==> src/design/ppsm_pkg.sv <==
`timescale 1ns / 1ps

package ppsm_pkg;

    localparam int ANGLE_BITS    = 16;
    localparam int CORDIC_STAGES = 16;
    localparam int TAB_LEN       = 24;
    localparam int NUM_STAGES    = (CORDIC_STAGES < TAB_LEN) ? CORDIC_STAGES : TAB_LEN;

    // datapath widths
    localparam int XW  = 36;              // cordic x/y, units of 2^-31
    localparam int ZW  = ANGLE_BITS + 2;  // residual angle
    localparam int DW  = 22;              // point/centre differences, units of 2^-15
    localparam int SQW = 2 * DW;

    localparam int QDEPTH = 32;
    localparam int QAW    = $clog2(QDEPTH);

    localparam logic [16:0] INV_GAIN  = 17'd39797;
    localparam logic [16:0] COS30_Q16 = 17'd56756;

    // shape codes
    localparam logic [2:0] SHAPE_ANNULUS  = 3'd0;
    localparam logic [2:0] SHAPE_WEDGE    = 3'd1;
    localparam logic [2:0] SHAPE_POLE     = 3'd2;
    localparam logic [2:0] SHAPE_DIPOLE   = 3'd3;
    localparam logic [2:0] SHAPE_QUASAR   = 3'd4;
    localparam logic [2:0] SHAPE_HEXAPOLE = 3'd5;

    // register indexes
    localparam logic [2:0] CFG_SHAPE_KIND  = 3'd0;
    localparam logic [2:0] CFG_ARG_A       = 3'd1;
    localparam logic [2:0] CFG_ARG_B       = 3'd2;
    localparam logic [2:0] CFG_WEDGE_WIDTH = 3'd3;

    localparam logic [31:0] ATAN_TURN32 [TAB_LEN] = '{
        32'h20000000, 32'h12E4051D, 32'h09FB385B, 32'h051111D4, 32'h028B0D43, 32'h0145D7E1,
        32'h00A2F61E, 32'h00517C55, 32'h0028BE53, 32'h00145F2E, 32'h000A2F98, 32'h000517CC,
        32'h00028BE6, 32'h000145F3, 32'h0000A2F9, 32'h0000517C, 32'h000028BE, 32'h0000145F,
        32'h00000A2F, 32'h00000517, 32'h0000028B, 32'h00000145, 32'h000000A2, 32'h00000051
    };

    typedef struct packed {
        logic [2:0]  kind;
        logic [15:0] a;
        logic [15:0] b;
        logic [15:0] w;
    } ppsm_cfg_t;

    typedef struct packed {
        logic [15:0]          r;
        logic signed [15:0]   ang;
        logic signed [XW-1:0] x;
        logic signed [XW-1:0] y;
        logic signed [ZW-1:0] z;
    } ppsm_rot_t;

    typedef struct packed {
        logic               hit;
        logic signed [15:0] xc;
        logic signed [15:0] yc;
    } ppsm_res_t;

    // rounded arctangent step of one cordic stage
    function automatic logic signed [ZW-1:0] atan_step(input int i);
        logic [32:0] s;
        s = {1'b0, ATAN_TURN32[i]} + (33'd1 << (31 - ANGLE_BITS));
        return ZW'(s >> (32 - ANGLE_BITS));
    endfunction

endpackage

==> src/design/ppsm_queue.sv <==
`timescale 1ns / 1ps

module ppsm_queue import ppsm_pkg::*; (
    input  logic      clk,
    input  logic      rst_n,
    input  logic      wr_en,
    input  ppsm_res_t wr_data,
    input  logic      rd_en,
    output logic      empty,
    output ppsm_res_t rd_data
);

    ppsm_res_t      mem [QDEPTH];
    logic [QAW-1:0] wr_ptr_reg, rd_ptr_reg;
    logic [QAW:0]   level_reg;
    logic           do_rd;

    assign empty   = (level_reg == '0);
    assign do_rd   = rd_en && !empty;
    assign rd_data = mem[rd_ptr_reg];

    always_ff @(posedge clk or negedge rst_n)
    begin
        if (!rst_n)
        begin
            wr_ptr_reg <= '0;
            rd_ptr_reg <= '0;
            level_reg  <= '0;
        end
        else
        begin
            if (wr_en)
                wr_ptr_reg <= wr_ptr_reg + 1'b1;
            if (do_rd)
                rd_ptr_reg <= rd_ptr_reg + 1'b1;
            level_reg <= level_reg + (QAW + 1)'(wr_en) - (QAW + 1)'(do_rd);
        end
    end

    always_ff @(posedge clk)
    begin
        if (wr_en)
            mem[wr_ptr_reg] <= wr_data;
    end

endmodule
==> config.mk <==
export PLATFORM = sky130hd
export DESIGN_NAME = ppsm_queue
export DESIGN_NICKNAME = d
export VERILOG_FILES = /design/src/design/ppsm_pkg.sv /design/src/design/ppsm_queue.sv
export SDC_FILE = /design/constraint.sdc
export NUM_CORES = 1
export LEC_CHECK = 0
export BUFFER_PORTS_ARGS = -buffer_cell sky130_fd_sc_hd__buf_2
export CAP_MARGIN = 30
export CORE_UTILIZATION = 65
export CTS_BUF_LIST = sky130_fd_sc_hd__clkbuf_8
export DETAILED_ROUTE_END_ITERATION = 10
export PLACE_DENSITY = 0.82
export SLEW_MARGIN = 5
export SYNTH_ARGS = -nofsm -noshare
export SYNTH_HDL_FRONTEND = slang
export SYNTH_SLANG_ARGS = --single-unit
export TNS_END_PERCENT = 10
==> constraint.sdc <==
create_clock -name clk -period 4.65 [get_ports clk]
set_input_delay 0.93 -clock clk [delete_from_list [all_inputs] [get_ports clk]]
set_output_delay 0.93 -clock clk [all_outputs]
set_load 0.02 [all_outputs]
==> results_tabular.tex <==
\begin{tabular}{lr}
\hline
Metric & Value \\
\hline
\multicolumn{2}{l}{\textbf{Layout}} \\
Number of flip-flops in the largest register & 1056 \\
Most common cell after layout, fill and taps aside & sky130\_fd\_sc\_hd\_\_edfxtp\_1 \\
Number of fill cells & 3206 \\
Final standard cell area without fillers & about 0.046 mm2 \\
Area of all sequential standard cells & 0.03212 mm2 \\
Signed area change from the synthesized netlist to the final layout & 11.44\% \\
Ratio of cells with drive above 1 in the final layout & 26.72\% \\
Most used cells in the layout excluding fill and tap cells & sky130\_fd\_sc\_hd\_\_edfxtp\_1 (1056), sky130\_fd\_sc\_hd\_\_mux4\_2 (197), sky130\_fd\_sc\_hd\_\_clkbuf\_8 (163) \\
Final nets & 2119 \\
Area of the multi-input gates & 0.008394 mm2 \\
Fin util & 73.71\% \\
\multicolumn{2}{l}{\textbf{Synthesis}} \\
Cells after synthesis & 1861 \\
Syn avg cell area & approximately 22 um2 \\
Netlist cell types & 41 \\
Register bit total from synthesis & 1072 \\
Post-synthesis sequential area ratio & between 70\% and 80\% \\
Synth async-reset ratio & 1.493\% \\
Yosys warning total & 0 \\
Most frequently used flop master after synthesis & sky130\_fd\_sc\_hd\_\_edfxtp\_1 \\
Mapped cell area & around 0.04 mm2 \\
Net Count, Synth & 1912 \\
Count of flip-flops with a built-in enable after synthesis & 1056 \\
\multicolumn{2}{l}{\textbf{CTS}} \\
Clock latency of the later-clocked register in the worst-skew pair & 0.80 ns \\
Level count of the clock H-tree & 4 \\
Post-CTS Hold Fix Bufs & 0 \\
Master cell of the clock root buffer & sky130\_fd\_sc\_hd\_\_clkbuf\_8 \\
Number of buffers inserted during clock tree synthesis & 156 \\
Buffer depth of the longest clock path & 3 \\
TritonCTS clock tree & done \\
Clock transition at the register clock pins on the worst setup and hold paths after CTS & 0.07 ns \\
Total number of clock tree sinks & 1072 \\
\multicolumn{2}{l}{\textbf{Die}} \\
Core Rows & 91 \\
DIE AREA & about 0.064 mm2 \\
Die X & 253.1 um \\
Die extent in y & approximately 250 um \\
Total I/O pin count & about 70 \\
Initial cell density of the core & 66.15\% \\
Floorplan Core Area & 0.06194 mm2 \\
\multicolumn{2}{l}{\textbf{STA}} \\
Final setup margin & -0.06036 ns \\
Total of endpoints with negative setup slack in the final report & 2 \\
Final count of pins violating max slew & 0 \\
Measured slew at the worst slew-check pin & 1.062 ns \\
Final clock skew & 0.02563 ns \\
Time the final worst path needs with I/O delays and setup & 4.710 ns \\
Worst slack on hold paths & 0.07651 ns \\
Max transition margin & between 20\% and 30\% \\
Final hold violation count & 0 \\
Final period util & 101.3\% \\
Maximum clock rate & 0.2123 GHz \\
\multicolumn{2}{l}{\textbf{Setup path}} \\
Biggest cell delay along the critical path & 0.90 ns \\
Required arrival time at the worst endpoint & 3.72 ns \\
CP max-delay cell & sky130\_fd\_sc\_hd\_\_dfrtp\_1 \\
Startpoint Class & register \\
Setup CP Type & reg -> out \\
Logic depth of the worst register-to-register path & 11 \\
Critical path cell sequence & nand3\_4 > buf\_4 > o221ai\_1 > a211oi\_1 > a21oi\_1 > buf\_2 \\
Critical path capture point type & primary output \\
CP Data Arrival Time & $\sim$3.8 ns \\
Crit-path max FO & 22 \\
\multicolumn{2}{l}{\textbf{Power and ir drop}} \\
Max IR drop VDD & 0.3497 mV \\
Total chip power & $\sim$27 mW \\
Leakage power total & 14.95 nW \\
Cell area power density & approximately 600 mW/mm2 \\
\multicolumn{2}{l}{\textbf{Status}} \\
Violations in the final reports & negative setup slack \\
Result of the run & complete, but fails checks \\
\multicolumn{2}{l}{\textbf{Route}} \\
First-iteration detailed-routing DRC count & 2731 \\
Final ANT Viol Nets & 0 \\
DR vias/cell & 6.851 \\
Vias post-DR & 20750 \\
Wire length reported by the detailed router & 96.54 mm \\
Average wire per standard cell & 31.87 um \\
Number of optimization iterations in the first detailed-route pass & 6 \\
DRC violation count after routing & 0 \\
\multicolumn{2}{l}{\textbf{Global route}} \\
Via count of the first global-routing pass & 21160 \\
GRT Overall Usage & about 31\% \\
Pin count of the biggest net entering global routing & 92 \\
Initial antenna violation count & 4 \\
Wire length of the first global-routing pass & 138.6 mm \\
Total global routing overflow & 0 \\
\multicolumn{2}{l}{\textbf{Placed design}} \\
Total of buffers placed on input and output ports & 70 \\
HPWL after DPL & approximately 53 mm \\
Post-Place Cell Area & 0.04278 mm2 \\
Final estimated routing congestion in global placement & between 0.8 and 0.9 \\
\multicolumn{2}{l}{\textbf{Min path}} \\
Worst hold-check path type & in -> async \\
\multicolumn{2}{l}{\textbf{Job}} \\
Reported max-cap violation count & 0 \\
\hline
\end{tabular}
## cell usage after synthesis (13+ instances only)
cell type / count / share of area, %
sky130_fd_sc_hd__a21oi_1: 36 / 0.44
sky130_fd_sc_hd__a22o_1: 32 / 0.68
sky130_fd_sc_hd__mux2i_1: 134 / 3.3
sky130_fd_sc_hd__buf_2: 27 / 0.33
sky130_fd_sc_hd__edfxtp_1: 1056 / 77
sky130_fd_sc_hd__o221ai_1: 35 / 0.75
sky130_fd_sc_hd__dfrtp_1: 16 / 0.98
sky130_fd_sc_hd__clkbuf_1: 45 / 0.41
sky130_fd_sc_hd__inv_1: 15 / 0.14
sky130_fd_sc_hd__a22oi_1: 33 / 0.60
sky130_fd_sc_hd__ha_1: 13 / 0.40
sky130_fd_sc_hd__buf_6: 25 / 0.69
sky130_fd_sc_hd__mux4_2: 197 / 11
sky130_fd_sc_hd__o22ai_1: 32 / 0.49
sky130_fd_sc_hd__a211oi_1: 64 / 1.2
sky130_fd_sc_hd__nor2_1: 24 / 0.22
## critical path, delay by kind of cell (launching register included)
family	cells	cell delay (ns)
DFF	1	0.90
AOI/OAI and AO/OA	3	0.78
buffers and inverters	2	0.66
and+or+nand+nor	1	0.61
## final cells by class
| type | instances | area share (%) |
|---|---|---|
| antenna | 3 | 0.01644 |
| clock buffer | 163 | 4.914 |
| clock inverter | 116 | 1.228 |
| inverter | 16 | 0.1315 |
| multi-input combinational | 664 | 18.39 |
| sequential | 1072 | 70.35 |
| tap | 837 | 2.294 |
| timing repair buffer | 158 | 2.680 |
## metrics by stage
stage | setup WS, ns | TNS (ns) | instances
3_5_place_dp | 0.8681 | 0 | 2741
3_3_place_gp | 1.005 | 0 | 2741
2_1_floorplan | 0.3191 | 0 | 1861
5_1_grt | -0.09147 | -0.1817 | 3027
4_1_cts | 0.03092 | 0 | 3025
6_report | -0.06036 | -0.06549 | 3029
## per-layer routing
metal | vias up | part of all wire, % | track usage (%)
li1 | 8348 | - | -
met1 | 10600 | 36 | 42.79
met2 | 1511 | 48 | 48.05
met3 | 289 | 12 | 6.733
met4 | 6 | 4.7 | 14.82
met5 | - | 0.041 | 0
## report_power, final
| part | total, mW | switching, mW | leakage, nW | internal (mW) |
|---|---|---|---|---|
| Clock | 6.81 | 3.44 | 1.64 | 3.37 |
| Sequential | 11.6 | 0.349 | 9.70 | 11.3 |
| Combinational | 8.18 | 4.89 | 3.61 | 3.30 |
## final timing paths
kind / from / to / slack [ns]
setup / recovery: rd_ptr_reg[3] / rd_data[29] / -0.06
hold / removal: rst_n / wr_ptr_reg[4] / 0.08
hold reg to reg: wr_ptr_reg[0] / wr_ptr_reg[0] / 0.55
setup reg to reg: level_reg[2] / level_reg[5] / 1.66
min in group clk: wr_en / wr_ptr_reg[0] / 0.50
max in group asynchronous: rst_n / rd_ptr_reg[1] / 4.22
## what timing repair did
action	4_1_cts	5_1_grt
gates cloned	0	1
pin swaps	1	1
setup buffers	5	0
gates resized for setup	1	0
endpoints found under the setup margin	2	1
## logic make-up after synthesis
| group | after synthesis | share of synthesized area, % |
|---|---|---|
| adders and majority gates | 14 | 0.4459 |
| xor gates and xnor gates | 9 | 0.1924 |
| AOI/OAI and AO/OA | 241 | 4.297 |
| buffers and inverters | 126 | 1.768 |
| muxes | 333 | 14.16 |
| and+or+nand+nor | 66 | 0.7665 |
| DFF | 1072 | 78.37 |
No activity file was read; power rests on OpenSTA's default activity.
