--- src/design/ppsm_pkg.sv ---
`timescale 1ns / 1ps

package ppsm_pkg;

    localparam int ANGLE_BITS    = 16;
    localparam int CORDIC_STAGES = 16;
    localparam int TAB_LEN       = 24;
    localparam int NUM_STAGES    = (CORDIC_STAGES < TAB_LEN) ? CORDIC_STAGES : TAB_LEN;

    // datapath widths
    localparam int XW  = 36;              // cordic x/y, units of 2^-31
    localparam int ZW  = ANGLE_BITS + 2;  // residual angle
    localparam int DW  = 22;              // point/centre differences, units of 2^-15
    localparam int SQW = 2 * DW;

    localparam int QDEPTH = 32;
    localparam int QAW    = $clog2(QDEPTH);

    localparam logic [16:0] INV_GAIN  = 17'd39797;
    localparam logic [16:0] COS30_Q16 = 17'd56756;

    // shape codes
    localparam logic [2:0] SHAPE_ANNULUS  = 3'd0;
    localparam logic [2:0] SHAPE_WEDGE    = 3'd1;
    localparam logic [2:0] SHAPE_POLE     = 3'd2;
    localparam logic [2:0] SHAPE_DIPOLE   = 3'd3;
    localparam logic [2:0] SHAPE_QUASAR   = 3'd4;
    localparam logic [2:0] SHAPE_HEXAPOLE = 3'd5;

    // register indexes
    localparam logic [2:0] CFG_SHAPE_KIND  = 3'd0;
    localparam logic [2:0] CFG_ARG_A       = 3'd1;
    localparam logic [2:0] CFG_ARG_B       = 3'd2;
    localparam logic [2:0] CFG_WEDGE_WIDTH = 3'd3;

    localparam logic [31:0] ATAN_TURN32 [TAB_LEN] = '{
        32'h20000000, 32'h12E4051D, 32'h09FB385B, 32'h051111D4, 32'h028B0D43, 32'h0145D7E1,
        32'h00A2F61E, 32'h00517C55, 32'h0028BE53, 32'h00145F2E, 32'h000A2F98, 32'h000517CC,
        32'h00028BE6, 32'h000145F3, 32'h0000A2F9, 32'h0000517C, 32'h000028BE, 32'h0000145F,
        32'h00000A2F, 32'h00000517, 32'h0000028B, 32'h00000145, 32'h000000A2, 32'h00000051
    };

    typedef struct packed {
        logic [2:0]  kind;
        logic [15:0] a;
        logic [15:0] b;
        logic [15:0] w;
    } ppsm_cfg_t;

    typedef struct packed {
        logic [15:0]          r;
        logic signed [15:0]   ang;
        logic signed [XW-1:0] x;
        logic signed [XW-1:0] y;
        logic signed [ZW-1:0] z;
    } ppsm_rot_t;

    typedef struct packed {
        logic               hit;
        logic signed [15:0] xc;
        logic signed [15:0] yc;
    } ppsm_res_t;

    // rounded arctangent step of one cordic stage
    function automatic logic signed [ZW-1:0] atan_step(input int i);
        logic [32:0] s;
        s = {1'b0, ATAN_TURN32[i]} + (33'd1 << (31 - ANGLE_BITS));
        return ZW'(s >> (32 - ANGLE_BITS));
    endfunction

endpackage

--- src/design/ppsm_front.sv ---
`timescale 1ns / 1ps

module ppsm_front import ppsm_pkg::*; (
    input  logic               clk,
    input  logic               rst_n,
    input  logic               take,
    input  logic [15:0]        radius,
    input  logic signed [15:0] angle,
    output logic               out_valid,
    output ppsm_rot_t          out_item
);

    localparam int UP = (ANGLE_BITS >= 16) ? ANGLE_BITS - 16 : 0;
    localparam int DN = (ANGLE_BITS < 16) ? 16 - ANGLE_BITS : 0;
    localparam logic signed [ZW-1:0] QUARTER = ZW'(1) <<< (ANGLE_BITS - 2);
    localparam logic signed [ZW-1:0] HALF    = ZW'(1) <<< (ANGLE_BITS - 1);

    logic                  valid_reg;
    ppsm_rot_t             item_reg;
    ppsm_rot_t             item_next;
    logic signed [ZW+15:0] zw;
    logic signed [ZW-1:0]  zs;
    logic signed [XW-1:0]  xm;

    always_comb
    begin
        zw = (ZW + 16)'(angle);
        zw = (zw <<< UP) >>> DN;
        zs = ZW'(zw);
        xm = signed'(XW'(radius) * XW'(INV_GAIN));
        item_next.r   = radius;
        item_next.ang = angle;
        item_next.y   = '0;
        item_next.x   = xm;
        item_next.z   = zs;
        // half-turn fold into [-90, 90] degrees
        if (zs > QUARTER)
        begin
            item_next.z = zs - HALF;
            item_next.x = -xm;
        end
        else if (zs < -QUARTER)
        begin
            item_next.z = zs + HALF;
            item_next.x = -xm;
        end
    end

    always_ff @(posedge clk or negedge rst_n)
    begin
        if (!rst_n)
            valid_reg <= 1'b0;
        else
            valid_reg <= take;
    end

    always_ff @(posedge clk)
    begin
        if (take)
            item_reg <= item_next;
    end

    assign out_valid = valid_reg;
    assign out_item  = item_reg;

endmodule

--- config.mk ---
export PLATFORM = sky130hd
export DESIGN_NAME = ppsm_front
export DESIGN_NICKNAME = d
export VERILOG_FILES = /design/src/design/ppsm_pkg.sv /design/src/design/ppsm_front.sv
export SDC_FILE = /design/constraint.sdc
export NUM_CORES = 1
export LEC_CHECK = 0
export BUFFER_PORTS_ARGS = -buffer_cell sky130_fd_sc_hd__buf_2
export CORE_MARGIN = 2
export CORE_UTILIZATION = 30
export CTS_BUF_LIST = sky130_fd_sc_hd__clkbuf_8
export CTS_CLUSTER_DIAMETER = 60
export DETAILED_ROUTE_END_ITERATION = 16
export SYNTH_ARGS = -nofsm -noshare
export SYNTH_HDL_FRONTEND = slang
export SYNTH_SLANG_ARGS = --single-unit
--- constraint.sdc ---
create_clock -name clk -period 2.1 [get_ports clk]
set_clock_uncertainty 0.2 [all_clocks]
set_input_delay 0.315 -clock clk [delete_from_list [all_inputs] [get_ports clk]]
set_output_delay 0.315 -clock clk [all_outputs]
set_load 0.02 [all_outputs]
==> impl_results.md, run 1 <==
- Vias in the first global route: 7739
- Max Cap Viol: 0
- Clk pin slew, worst setup/hold paths: 90 ps
- First-pass GRT wire length: 38600 um
- Core Rows: 62
- DR vias: 7062
- Die Span Y: 176 um
- Final Setup Violations: 31
- Initial DRC count: 309
- Hold Crit Class: in -> async
- Async S/R FF share, synth: 1.43%
- Sink Count: 70
- Final ANT Viol Nets: 0
- Failing checks: setup timing
- Critical Path Sink Type: flip-flop
- Crit path kind: in -> reg
- P&R area growth vs syn: 49.4%
- Final Hold Vio Count: 0
- Gate Count Post-Synth: 844
- IO buf count: 121
- Final Wtd Congestion: 0.866
- Top-Level Pins: 158
- CTS tree: done
- Synth cell types: 66
- Synthesized area per cell: 10.5 sq um
- Post-Synthesis Cell Area: 0.00885 sq mm
- CP arrival: 5990 ps
- Status: finished, violations left
- Final HPWL DP: 19400 um
- Setup ws final: -3960 ps
- Critical Path RT: 2030 ps
- Initial Util: 30.7%
- Inserted Clock Buffers: 9
- Routed WL: 23400 um
- RSZ-0062 raised after global routing: yes
- Count of pins over their slew limit: 0
- Core area: 0.0289 sq mm
- DIE WIDTH: 176 um
- DP Worst Slack: -4700 ps
- Number of synthesized flops with an enable pin: 69
- H-tree levels: 3
- Syn. warnings: 0
- Ant. Diodes: 0
- Fmax: 0.165 GHz
- WL/cell: 14.8 um
- Gr usage total: 16.0%
- Initial antenna violation count: 0
- Most frequent cells in the layout: 205 x buf_4, 141 x inv_1, 109 x buf_2, 100 x fa_1, 97 x ha_1
- Global route total overflow: 0
- Seq/Total Area, Yosys: 23.7%
- Die area: 0.0309 sq mm
- Maximum root-to-sink buffer count: 2
- Commonest non-fill, non-tap cell in the layout: buf_4
- Layout cell share with drive strength beyond 1: 46.0%
- CTS root buffer: clkbuf_8
- Measured slew at the worst slew-check pin: 797 ps
- Minimum clock period: 6060 ps
- Post-layout nets: 1459
- Ys flop type: edfxtp_1
- Max_slew headroom: 45.8%
- Final period util: 288%
- Post-route DRC: 0
- CP Launch Type: input pin
- Worst Path Max Fanout: 4
- Largest net degree at the start of global routing: 46
- DR pass1 iterations: 4
- Seq cells post-synth: 70
- DR vias/cell: 4.46
[logic make-up (layout without fill, tap and decap cells)]
| logic type | after synthesis | in the layout | synth area share [%] |
|---|---|---|---|
| buffers and inverters | 230 | 552 | 12.2 |
| adders and majority gates | 228 | 228 | 41.0 |
| and+or+nand+nor | 134 | 134 | 7.51 |
| AOI/OAI and AO/OA | 128 | 128 | 10.2 |
| DFF | 70 | 70 | 23.7 |
| xor gates and xnor gates | 46 | 46 | 4.55 |
| muxes | 7 | 7 | 0.848 |
| other | 1 | 36 | 0.0424 |
[worst max-delay path by stage]
stage                     slack [ps]      endpoint  cells past startpoint  startpoint
after global routing           -4190  out_item[85]                     24   radius[8]
after global placement         -4610  out_item[84]                     21   radius[9]
after floorplan                -4240  out_item[84]                     21  radius[10]
final                          -3960  out_item[82]                     22   radius[7]
after CTS                      -3930  out_item[82]                     23   radius[6]
after detailed placement       -4700  out_item[84]                     21  radius[10]
[state kept, by name, indices dropped and copies added (netlist names)]
| signal | cells |
|---|---|
| out_item | 69 |
| out_valid | 1 |
[routing by layer]
layer | global-route usage [%] | vias up | part of all wire (%)
met5 | 0 | - | 0
met4 | 3.06 | 0 | 1.2
met3 | 2.55 | 22 | 4.3
met2 | 28.2 | 148 | 49
met1 | 20.7 | 3451 | 45
li1 | - | 3441 | -
[Yosys cell counts (3+ instances only)]
master | count | area [sq um]
ha_1 | 125 | 1560
inv_1 | 164 | 616
or3_1 | 7 | 43.8
a21o_1 | 8 | 60.1
o31ai_1 | 8 | 60.1
mux2i_1 | 3 | 30.0
nand3_1 | 7 | 35.0
mux2_2 | 3 | 33.8
buf_4 | 53 | 398
and2_1 | 12 | 75.1
nor3_1 | 6 | 30.0
a211oi_1 | 3 | 22.5
a31oi_1 | 8 | 50.1
fa_1 | 103 | 2060
nand4_1 | 4 | 25.0
xor2_1 | 18 | 158
o21a_1 | 5 | 37.5
xnor2_1 | 28 | 245
buf_2 | 7 | 35.0
edfxtp_1 | 69 | 2070
nor2_1 | 34 | 128
a31o_2 | 4 | 35.0
nand2_1 | 40 | 150
nor4_1 | 7 | 43.8
nand2b_1 | 3 | 18.8
o21ai_0 | 20 | 100
a21oi_2 | 6 | 52.6
a21oi_1 | 34 | 170
clkbuf_1 | 4 | 15.0
[what timing repair did]
item / CTS / global route
gates resized for setup: 129 / 71
buffers inserted: 18 / 11
hold buffers: 15 / 0
endpoints found under the setup margin: 32 / 32
cloned: 0 / 0
pin swaps: 53 / 44
hold endpoints to repair: 15 / 0
[layout make-up]
type,instances,area (sq um)
fill,2733,15600
multi-input combinational,579,6990
timing repair buffer,372,2790
sequential,70,2100
inverter,164,647
tap,384,480
clock buffer,9,124
clock inverter,7,97.6
[through the flow]
stage / area [sq um] / hold slack [ps] / setup TNS [ps] / cells / util [%]
6_report: 13200 / 29.7 / -104300 / 1585 / 45.8
4_1_cts: 12800 / 1.49 / -102650 / 1574 / 44.2
3_5_place_dp: 11700 / -110 / -123130 / 1526 / 40.5
3_3_place_gp: 11700 / -111 / -121210 / 1526 / 40.5
5_1_grt: 13200 / 11.5 / -110760 / 1585 / 45.8
2_1_floorplan: 9480 / -181 / -104090 / 879 / -
[critical path: stages]
cell      delay [ps]
buf_2            110
buf_4            160
ha_1             350
fa_1             550
inv_1             50
fa_1             470
inv_1             60
fa_1             500
fa_1             540
inv_1             50
fa_1             540
inv_2             50
ha_4             180
a21oi_4          170
o211ai_1         120
a21oi_2          190
a21oi_2           80
or3_1            380
and2_4           180
or4_4            590
o41ai_4          240
xnor2_1          110
Power of run 1 is not shown: default switching activity piles up to over one toggle a cycle in this logic, so the estimate is an artifact.
==> inputs of run 2 (changes only) <==
PLACE_DENSITY = 0.46   (was unset)
==> run 2 against run 1 <==
  * The run still ends with setup timing left
  * Clock-buffer cell count stayed put
  * First-iteration DRC count is 27% lower
  * Maximum frequency grew 0.36%
  * Final area shrank 0.77%
  * Worst setup slack better by 22 ps
  * Via count down 0.75%
  * Non-clock buffer count increased by 4
  * Core utilization is 0.35 points lower
  * Cell count up 0.25%
==> impl_results.md, run 2 (synthesized netlist as in run 1, its figures left out) <==
- Gr usage total: 16.0% (about the same)
- Maximum root-to-sink buffer count: 2 (unchanged)
- Die area: 0.0309 sq mm (unchanged)
- Setup ws final: -3940 ps (was -3960 ps)
- Hold Crit Class: in -> async (unchanged)
- DP Area: 0.0117 sq mm (about the same)
- Vias in the first global route: 7484 (was 7739)
- Status: finished, violations left (unchanged)
- Largest net degree at the start of global routing: 52 (was 46)
- Fmax: 0.166 GHz (was 0.165 GHz)
- WL/cell: 14.6 um (was 14.8 um)
- Worst Path Max Fanout: 4 (unchanged)
- Initial antenna violation count: 0 (unchanged)
- Sequential Area: 0.00210 sq mm (unchanged)
- Max Cap Viol: 0 (unchanged)
- Cells along the critical path: buf_8, clkinvlp_4, fa_1, fa_1, inv_2, fa_1, inv_1, fa_1, inv_2, fa_1, inv_1, fa_1, inv_2, ha_4, a21oi_4, nor2_2, o21ai_4, a21oi_4, or3_1, and2_4, or4_4, o41ai_4, xnor2_1 (was buf_2, buf_4, ha_1, fa_1, inv_1, fa_1, inv_1, fa_1, fa_1, inv_1, fa_1, inv_2, ha_4, a21oi_4, o211ai_1, a21oi_2, a21oi_2, or3_1, and2_4, or4_4, o41ai_4, xnor2_1)
- Critical Path Sink Type: flip-flop (unchanged)
- Bufs and invs on worst path: 7 (was 6)
- CP arrival: 5960 ps (was 5990 ps)
- Top-Level Pins: 158 (unchanged)
- Global route total overflow: 0 (unchanged)
- Final Setup Violations: 31 (unchanged)
- Finished Layout Cells: 1589 (was 1585)
- Core area: 0.0289 sq mm (unchanged)
- Hold slack: 35.3 ps (was 29.7 ps)
- DP Worst Slack: -4710 ps (was -4700 ps)
- IO buf count: 121 (unchanged)
- Most frequent cells in the layout: 210 x buf_4, 141 x inv_1, 112 x buf_2, 101 x fa_1, 97 x ha_1 (was 205 x buf_4, 141 x inv_1, 109 x buf_2, 100 x fa_1, 97 x ha_1)
- Clk pin slew, worst setup/hold paths: 90 ps (about the same)
- DR pass1 iterations: 4 (unchanged)
- P&R area growth vs syn: 48.2% (was 49.4%)
- RSZ-0062 raised after global routing: yes (unchanged)
- Inserted Clock Buffers: 9 (unchanged)
- Slowest cell on the critical path: or4_4 (unchanged)
- Filler instances: 2809 (was 2733)
- Minimum clock period: 6040 ps (was 6060 ps)
- CTS root buffer: clkbuf_8 (unchanged)
- Final HPWL DP: 19200 um (was 19400 um)
- Finished Cell Area: 0.0131 sq mm (was 0.0132 sq mm)
- Crit path kind: in -> reg (unchanged)
- CTS tree: done (unchanged)
- Max reg flops: 69 (unchanged)
- Multi-input logic area: 0.00691 sq mm (was 0.00699 sq mm)
- Layout cell share with drive strength beyond 1: 45.8% (was 46.0%)
- Commonest non-fill, non-tap cell in the layout: buf_4 (unchanged)
- Final Hold Vio Count: 0 (unchanged)
- Post-route DRC: 0 (unchanged)
- Die Span Y: 176 um (unchanged)
- DR vias/cell: 4.41 (was 4.46)
- DR vias: 7009 (was 7062)
- DIE WIDTH: 176 um (unchanged)
- Failing checks: setup timing (unchanged)
- Sink Count: 70 (unchanged)
- Final ANT Viol Nets: 0 (unchanged)
- Crit path max-delay family: adder cells (unchanged)
- Initial Util: 30.7% (unchanged)
- Initial DRC count: 226 (was 309)
- Post-layout nets: 1463 (was 1459)
- Critical Path RT: 2020 ps (was 2030 ps)
- Final period util: 287% (was 288%)
- DP Cell Count: 1527 (was 1526)
- Core Rows: 62 (unchanged)
- CP Launch Type: input pin (unchanged)
- Most used cell, CP: fa_1 (unchanged)
- H-tree levels: 3 (unchanged)
- First-pass GRT wire length: 38700 um (was 38600 um)
- Routed WL: 23200 um (was 23400 um)
- Ant. Diodes: 0 (unchanged)
- Final Wtd Congestion: 0.833 (was 0.866)
- CP max stage delay: 610 ps (was 590 ps)
- Count of pins over their slew limit: 0 (unchanged)
==> run 2: what timing repair did <==
item                                    in CTS  in global routing
hold buffers                                17                  0
endpoints found under the setup margin      31                 32
pin swaps                                   86                 22
endpoints found under the hold margin       17                  0
setup buffers                               23                  7
resized for setup                          150                 27
==> run 2: layout make-up <==
type                            count  share of cell area [%]
Multi-Input combinational cell    579                    52.7
Timing Repair Buffer              376                    21.2
Sequential cell                    70                    16.0
Inverter                          164                    4.91
Tap cell                          384                    3.66
Clock buffer                        9                   0.944
Clock inverter                      7                   0.553
==> run 2: worst max path at each step <==
stage          startpoint           end  cells after the start
3_3_place_gp    radius[9]  out_item[84]                     21
6_report        radius[8]  out_item[82]                     23
5_1_grt         radius[8]  out_item[85]                     23
3_5_place_dp    radius[9]  out_item[84]                     21
2_1_floorplan  radius[10]  out_item[84]                     21
4_1_cts         radius[8]  out_item[82]                     23
==> run 2: per-stage QoR <==
step                utilization, %  TNS, ps
global placement              40.5  -121030
detailed placement            40.5  -121820
finish                        45.5  -102650
global route                  45.5  -108510
floorplan                        -  -104090
CTS                           44.8  -101520
==> run 2: per-layer routing <==
metal / share of wire [%] / track usage (%) / wire length (um)
met5: 0 / 0 / 0
met2: 49 / 27.8 / 11400
met1: 46 / 21.6 / 10700
met3: 3.7 / 2.14 / 856
met4: 0.80 / 2.62 / 185
Power of run 2 is left out for the same reason.
